[src/sv/kpd_pkg.sv]
package kpd_pkg;

  localparam int NUM_COLS = 3;
  localparam int NUM_ROWS = 4;
  localparam int KEY_W    = 4;
  localparam int NUM_KEYS = NUM_COLS * NUM_ROWS;

  typedef logic [NUM_ROWS-1:0] rows_t;
  typedef rows_t [NUM_COLS-1:0] frame_t;
  typedef logic [KEY_W-1:0] key_t;

  // Status, kept across frames with an on or off hit and cleared by a frame with neither;
  // the rising-edge flag of the scheme never reaches an output and is not kept.
  typedef struct packed {
    logic detect;
    logic fall;
    logic key_on;
    logic key_off;
  } status_t;

  typedef struct packed {
    frame_t  last_frame;
    frame_t  settled;
    status_t status;
    logic    press_ok;
    key_t    press_code;
    logic    release_ok;
    key_t    release_code;
  } kpd_state_t;

  typedef struct packed {
    logic press_valid;
    key_t press_key;
    logic release_valid;
    key_t release_key;
  } kpd_result_t;

endpackage

[src/sv/keypad_debounce_edge_detector.sv]
// Channel   Direction  Handshake             Payload
// in_       input      in_valid / in_stall   in_rows_col0..2 (4 bits each)
// out_      output     out_valid / out_stall press_valid, press_key,
//                                            release_valid, release_key
//
// One scan frame per cycle while out_ is not stalled; a frame is held in the input
// register and its result then in the result register, which presents it on out_.
// The debounce and edge search is a single combinational pass between them.
// Synchronous active-low reset empties both stages and clears the history;
// both recorded key codes come out of reset as valid key 0.
// A stalled result holds; the input register keeps filling until both are full.
module keypad_debounce_edge_detector
  import kpd_pkg::*;
(
  input  logic       clk,
  input  logic       rst_n,
  input  logic       in_valid,
  output logic       in_stall,
  input  logic [3:0] in_rows_col0,
  input  logic [3:0] in_rows_col1,
  input  logic [3:0] in_rows_col2,
  output logic       out_valid,
  input  logic       out_stall,
  output logic       out_press_valid,
  output logic [3:0] out_press_key,
  output logic       out_release_valid,
  output logic [3:0] out_release_key
);

  // Empty history, both key codes recorded as key 0.
  localparam kpd_state_t STATE_RESET = '{
    last_frame:   '0,
    settled:      '0,
    status:       '0,
    press_ok:     1'b1,
    press_code:   '0,
    release_ok:   1'b1,
    release_code: '0
  };

  logic        s1_valid_r;
  frame_t      frame_r;
  logic        out_valid_r;
  kpd_state_t  state_r;
  kpd_state_t  state_nxt;
  kpd_result_t result_r;
  kpd_result_t result_nxt;
  logic        out_adv;
  logic        s1_adv;

  // Advance the result stage when it is empty or being taken; the input
  // stage when it is empty or moving on.
  assign out_adv  = !out_valid_r || !out_stall;
  assign s1_adv   = !s1_valid_r || out_adv;
  assign in_stall = !s1_adv;

  always_ff @(posedge clk) begin
    if (!rst_n) begin
      s1_valid_r <= 1'b0;
    end else if (s1_adv) begin
      s1_valid_r <= in_valid;
    end
  end

  always_ff @(posedge clk) begin
    if (s1_adv && in_valid) begin
      frame_r[0] <= in_rows_col0;
      frame_r[1] <= in_rows_col1;
      frame_r[2] <= in_rows_col2;
    end
  end

  kpd_eval u_eval (
    .frame     (frame_r),
    .state     (state_r),
    .state_nxt (state_nxt),
    .result    (result_nxt)
  );

  // Commit history only when the frame moves into the result register.
  always_ff @(posedge clk) begin
    if (!rst_n) begin
      out_valid_r <= 1'b0;
      state_r     <= STATE_RESET;
    end else if (out_adv) begin
      out_valid_r <= s1_valid_r;
      if (s1_valid_r) begin
        state_r <= state_nxt;
      end
    end
  end

  always_ff @(posedge clk) begin
    if (out_adv && s1_valid_r) begin
      result_r <= result_nxt;
    end
  end

  assign out_valid         = out_valid_r;
  assign out_press_valid   = result_r.press_valid;
  assign out_press_key     = result_r.press_key;
  assign out_release_valid = result_r.release_valid;
  assign out_release_key   = result_r.release_key;

  a_fall_implies_detect: assert property (@(posedge clk) disable iff (!rst_n)
    state_r.status.fall |-> state_r.status.detect)
    else $error("falling-edge flag without detect flag");

  a_status_needs_mark: assert property (@(posedge clk) disable iff (!rst_n)
    (state_r.status.detect || state_r.status.fall) |->
      (state_r.status.key_on || state_r.status.key_off))
    else $error("detect flag set without an on or off mark");

  a_key_in_range: assert property (@(posedge clk) disable iff (!rst_n)
    (out_valid && out_press_valid) |-> (32'(out_press_key) < NUM_KEYS))
    else $error("press key code out of range");

  a_result_follows: assert property (@(posedge clk) disable iff (!rst_n)
    (s1_valid_r && !out_valid_r) |=> out_valid_r)
    else $error("frame in input register did not reach result register");

endmodule

[src/sv/kpd_eval.sv]
module kpd_eval
  import kpd_pkg::*;
(
  input  frame_t      frame,
  input  kpd_state_t  state,
  output kpd_state_t  state_nxt,
  output kpd_result_t result
);

  frame_t  cur;
  frame_t  rise;
  frame_t  fall;
  frame_t  sel;
  logic    on_hit;
  logic    off_hit;
  logic    stop;
  logic    key_hit;
  key_t    key_code;
  status_t st;

  always_comb begin
    for (int c = 0; c < NUM_COLS; c++) begin
      // isolate lowest set row bit
      cur[c] = frame[c] & (~frame[c] + rows_t'(1));
    end
  end

  // First column that is stable and pressed, or stable, empty and formerly pressed.
  always_comb begin
    on_hit  = 1'b0;
    off_hit = 1'b0;
    stop    = 1'b0;
    for (int c = 0; c < NUM_COLS; c++) begin
      if (!stop && cur[c] == state.last_frame[c]) begin
        if (cur[c] != '0) begin
          on_hit = 1'b1;
          stop   = 1'b1;
        end else if (state.settled[c] != '0) begin
          off_hit = 1'b1;
          stop    = 1'b1;
        end
      end
    end
  end

  always_comb begin
    st         = state.status;
    st.key_on  = state.status.key_on | on_hit;
    st.key_off = state.status.key_off | off_hit;
    for (int c = 0; c < NUM_COLS; c++) begin
      rise[c] = cur[c] & ~state.settled[c];
      fall[c] = state.settled[c] & ~cur[c];
    end
    sel = st.key_on ? rise : fall;
  end

  // Column-major search, top row first within a column.
  always_comb begin
    key_hit  = 1'b0;
    key_code = '0;
    for (int c = 0; c < NUM_COLS; c++) begin
      for (int r = 0; r < NUM_ROWS; r++) begin
        if (!key_hit && sel[c][NUM_ROWS-1-r]) begin
          key_hit  = 1'b1;
          key_code = key_t'(c * NUM_ROWS + r);
        end
      end
    end
  end

  always_comb begin
    state_nxt = state;
    if (on_hit || off_hit) begin
      state_nxt.status = st;
      if (st.key_on) begin
        state_nxt.press_ok = key_hit;
        if (key_hit) begin
          state_nxt.press_code    = key_code;
          state_nxt.status.detect = 1'b1;
        end
      end else begin
        state_nxt.release_ok = key_hit;
        if (key_hit) begin
          state_nxt.release_code  = key_code;
          state_nxt.status.detect = 1'b1;
          state_nxt.status.fall   = 1'b1;
        end
      end
    end else begin
      state_nxt.status = '0;
    end
    for (int c = 0; c < NUM_COLS; c++) begin
      if (cur[c] == state.last_frame[c]) begin
        state_nxt.settled[c] = cur[c];
      end
    end
    state_nxt.last_frame = cur;
  end

  always_comb begin
    result.press_valid   = state_nxt.status.detect & state_nxt.press_ok;
    result.press_key     = state_nxt.press_ok ? state_nxt.press_code : '0;
    result.release_valid = state_nxt.status.fall & state_nxt.release_ok;
    result.release_key   = state_nxt.release_ok ? state_nxt.release_code : '0;
  end

endmodule
[config.mk]
export PLATFORM = sky130hd
export DESIGN_NAME = keypad_debounce_edge_detector
export DESIGN_NICKNAME = d
export VERILOG_FILES = /design/src/sv/kpd_pkg.sv /design/src/sv/keypad_debounce_edge_detector.sv /design/src/sv/kpd_eval.sv
export SDC_FILE = /design/constraint.sdc
export NUM_CORES = 1
export LEC_CHECK = 0
export BUFFER_PORTS_ARGS = -buffer_cell sky130_fd_sc_hd__clkbuf_2
export CORE_ASPECT_RATIO = 1.75
export CORE_UTILIZATION = 35
export CTS_BUF_LIST = sky130_fd_sc_hd__clkbuf_16
export DETAILED_ROUTE_END_ITERATION = 16
export PLACE_DENSITY_LB_ADDON = 0.08
export SLEW_MARGIN = 40
export SYNTH_ARGS = -nofsm -noshare
export SYNTH_HDL_FRONTEND = slang
export SYNTH_HIERARCHICAL = 1
export SYNTH_SLANG_ARGS = --single-unit
export TNS_END_PERCENT = 10
[constraint.sdc]
create_clock -name clk -period 2.9 [get_ports clk]
set_input_delay 0.29 -clock clk [delete_from_list [all_inputs] [get_ports clk]]
set_output_delay 0.29 -clock clk [all_outputs]
set_load 0.01 [all_outputs]
==> flow_summary.ini <==
[run_status]
outcome = finished, final reports clean

[cells_and_area]
num-fill-cells = 1051
final_cell_mix = 103 x nand2_1, 38 x mux2i_1, 38 x dfxtp_1
final_common_cell = nand2_1
diodes = 0
area_delta_synth_final_pct = 18.6
fin_area_mm2 = 0.00430
drive_gt1_share_pct = 21.9
final_nets = 473
final_util_pct = 43.1

[sta]
clock_skew_ps = 9.58
hold_viol_final = 0
setup_viol_count_final = 0
min_period_ps = 2780
fin_tns_setup_ps = 0
drv_slew = 0
fmaxAchievable_ghz = 0.360
hold_ws_ps = 137
slew_headroom_pct = 48.9
period_share_pct = 95.7
setup_ws_ps = 124
worstMarginPinSlew_ps = 767

[floorplan]
die_area_mm2 = 0.0108
num_rows = 48
io_pins = 28
die_w_um = 78.9
start_util_pct = 36.4
die_height_um = 137
core_area_mm2 = 0.00997

[pwr]
p_sw_uw = 556
power_frac_seq_pct = 43.1
ir_worst_vdd_mv = 0.315
switching_share_pct = 25.6
pwr_density_cell_mw_per_mm2 = 505
power_frac_comb_pct = 15.3
p_int_uw = 1610
clkPwrFrac_pct = 41.6
p_leak_uw = 0.00168

[placed_design]
port_buffers = 27
place.gp.congestion = 0.848
hpwl_um = 6250
place_ws_ps = 81.1
place_area_mm2 = 0.00391

[clocking]
cts_buffers = 9
clk_pin_slew_ps = 50
cts_hold_buf = 0
h-tree-depth = 3
clkLatencyLatePin_ps = 330
tritoncts = done
cts_sinks = 60
clock_path_buffers = 2
cts_root_buf = clkbuf_16

[route]
first_pass_iters = 4
drc = 0
vias_per_cell = 5.07
postRouteAntennaNets = 0
wire_per_inst_um = 14.5
drtIter0Drc = 121
num_vias = 2979
wl_um = 8480

[critical_path]
cp-start-kind = flip-flop
arrival_ps = 2960
crit_fanout = 7
reg2reg_depth = 12
cp-startpoint = frame_r[0]
r2r-start = frame_r[0]
r2r-end = state_r[8]
required_ps = 3080
endpoint_kind = flip-flop
crit_end = state_r[8]
r2r_setup_slack_ps = 120
worstSetupPathType = flip-flop to flip-flop

[yosys]
synthCells = 412
avgSynthCellArea_um2 = 8.80
yosys_warnings = 6
netlist_area_mm2 = 0.00363
syn-num-nets = 428

[global_route]
grt_pass1_vias = 2808
antenna_found_initial = 0
grt_max_degree = 47
grt_pass1_wl_um = 13600
grt_overflow = 0
grt_use_total_pct = 16.8

[job]
cap_violations = 0

[worst_hold_path]
hold_class = input port to flip-flop
## per-layer routing
metal	up-vias	part of all wire [%]	GRT usage, %
met3	13	2.7	3.40
met2	44	54	31.4
li1	1539	-	-
met5	-	0	0
met4	0	2.6	7.88
met1	1383	41	17.6
## area by class of cell
cell class / count / area, µm² / area share [%]
Inverter: 21 / 83.8 / 1.95
Timing Repair Buffer: 54 / 350 / 8.15
Tap cell: 125 / 156 / 3.64
Clock inverter: 7 / 28.8 / 0.669
Sequential cell: 60 / 1420 / 33.1
Multi-Input combinational cell: 311 / 2030 / 47.3
Clock buffer: 9 / 225 / 5.24
## power groups by stage
stage	Clock (µW)	Combinational [µW]	Sequential [µW]
after floorplan	0	232	947
after global placement	0	302	952
after detailed placement	0	304	953
after CTS	934	305	936
after global routing	971	362	939
final	903	333	935
## metrics by stage
step	power, µW	std cells
after floorplan	1180	412
after global placement	1250	558
after detailed placement	1260	558
after CTS	2180	574
after global routing	2270	587
final	2170	587
## flip-flops by register name (all words and copies together), names as in the netlist
| register | flops |
|---|---|
| out_release_key | 4 |
| out_press_valid | 1 |
| out_press_key | 4 |
| out_valid | 1 |
| state_r | 36 |
| out_release_valid | 1 |
| frame_r | 12 |
| s1_valid_r | 1 |
## worst max-delay path, cell delays in order (launching register included)
cell      delay, ps
edfxtp_1        500
nor3_4          250
nand2_4          90
clkinv_4         70
nand2_2          50
a32o_2          310
a311oi_4        320
nand2_4         150
mux2i_4         240
a21oi_4         220
mux2_4          320
nand2_1          60
mux2i_1          60
## worst min-delay path by stage
stage	start	endpoint	slack [ps]	cells after the start
floorplan	in_rows_col0[0]	frame_r[0]	390	0
global placement	state_r[6]	state_r[6]	440	2
detailed placement	state_r[6]	state_r[6]	450	2
CTS	in_rows_col0[2]	frame_r[2]	120	1
global route	in_rows_col0[2]	frame_r[2]	120	1
finish	in_rows_col0[2]	frame_r[2]	140	1
## what timing repair did
item / CTS / global route
setup endpoints to repair: 0 / 12
gates resized for setup: 0 / 8
buffers inserted: 0 / 13
No activity file was read; power rests on OpenSTA's default activity.
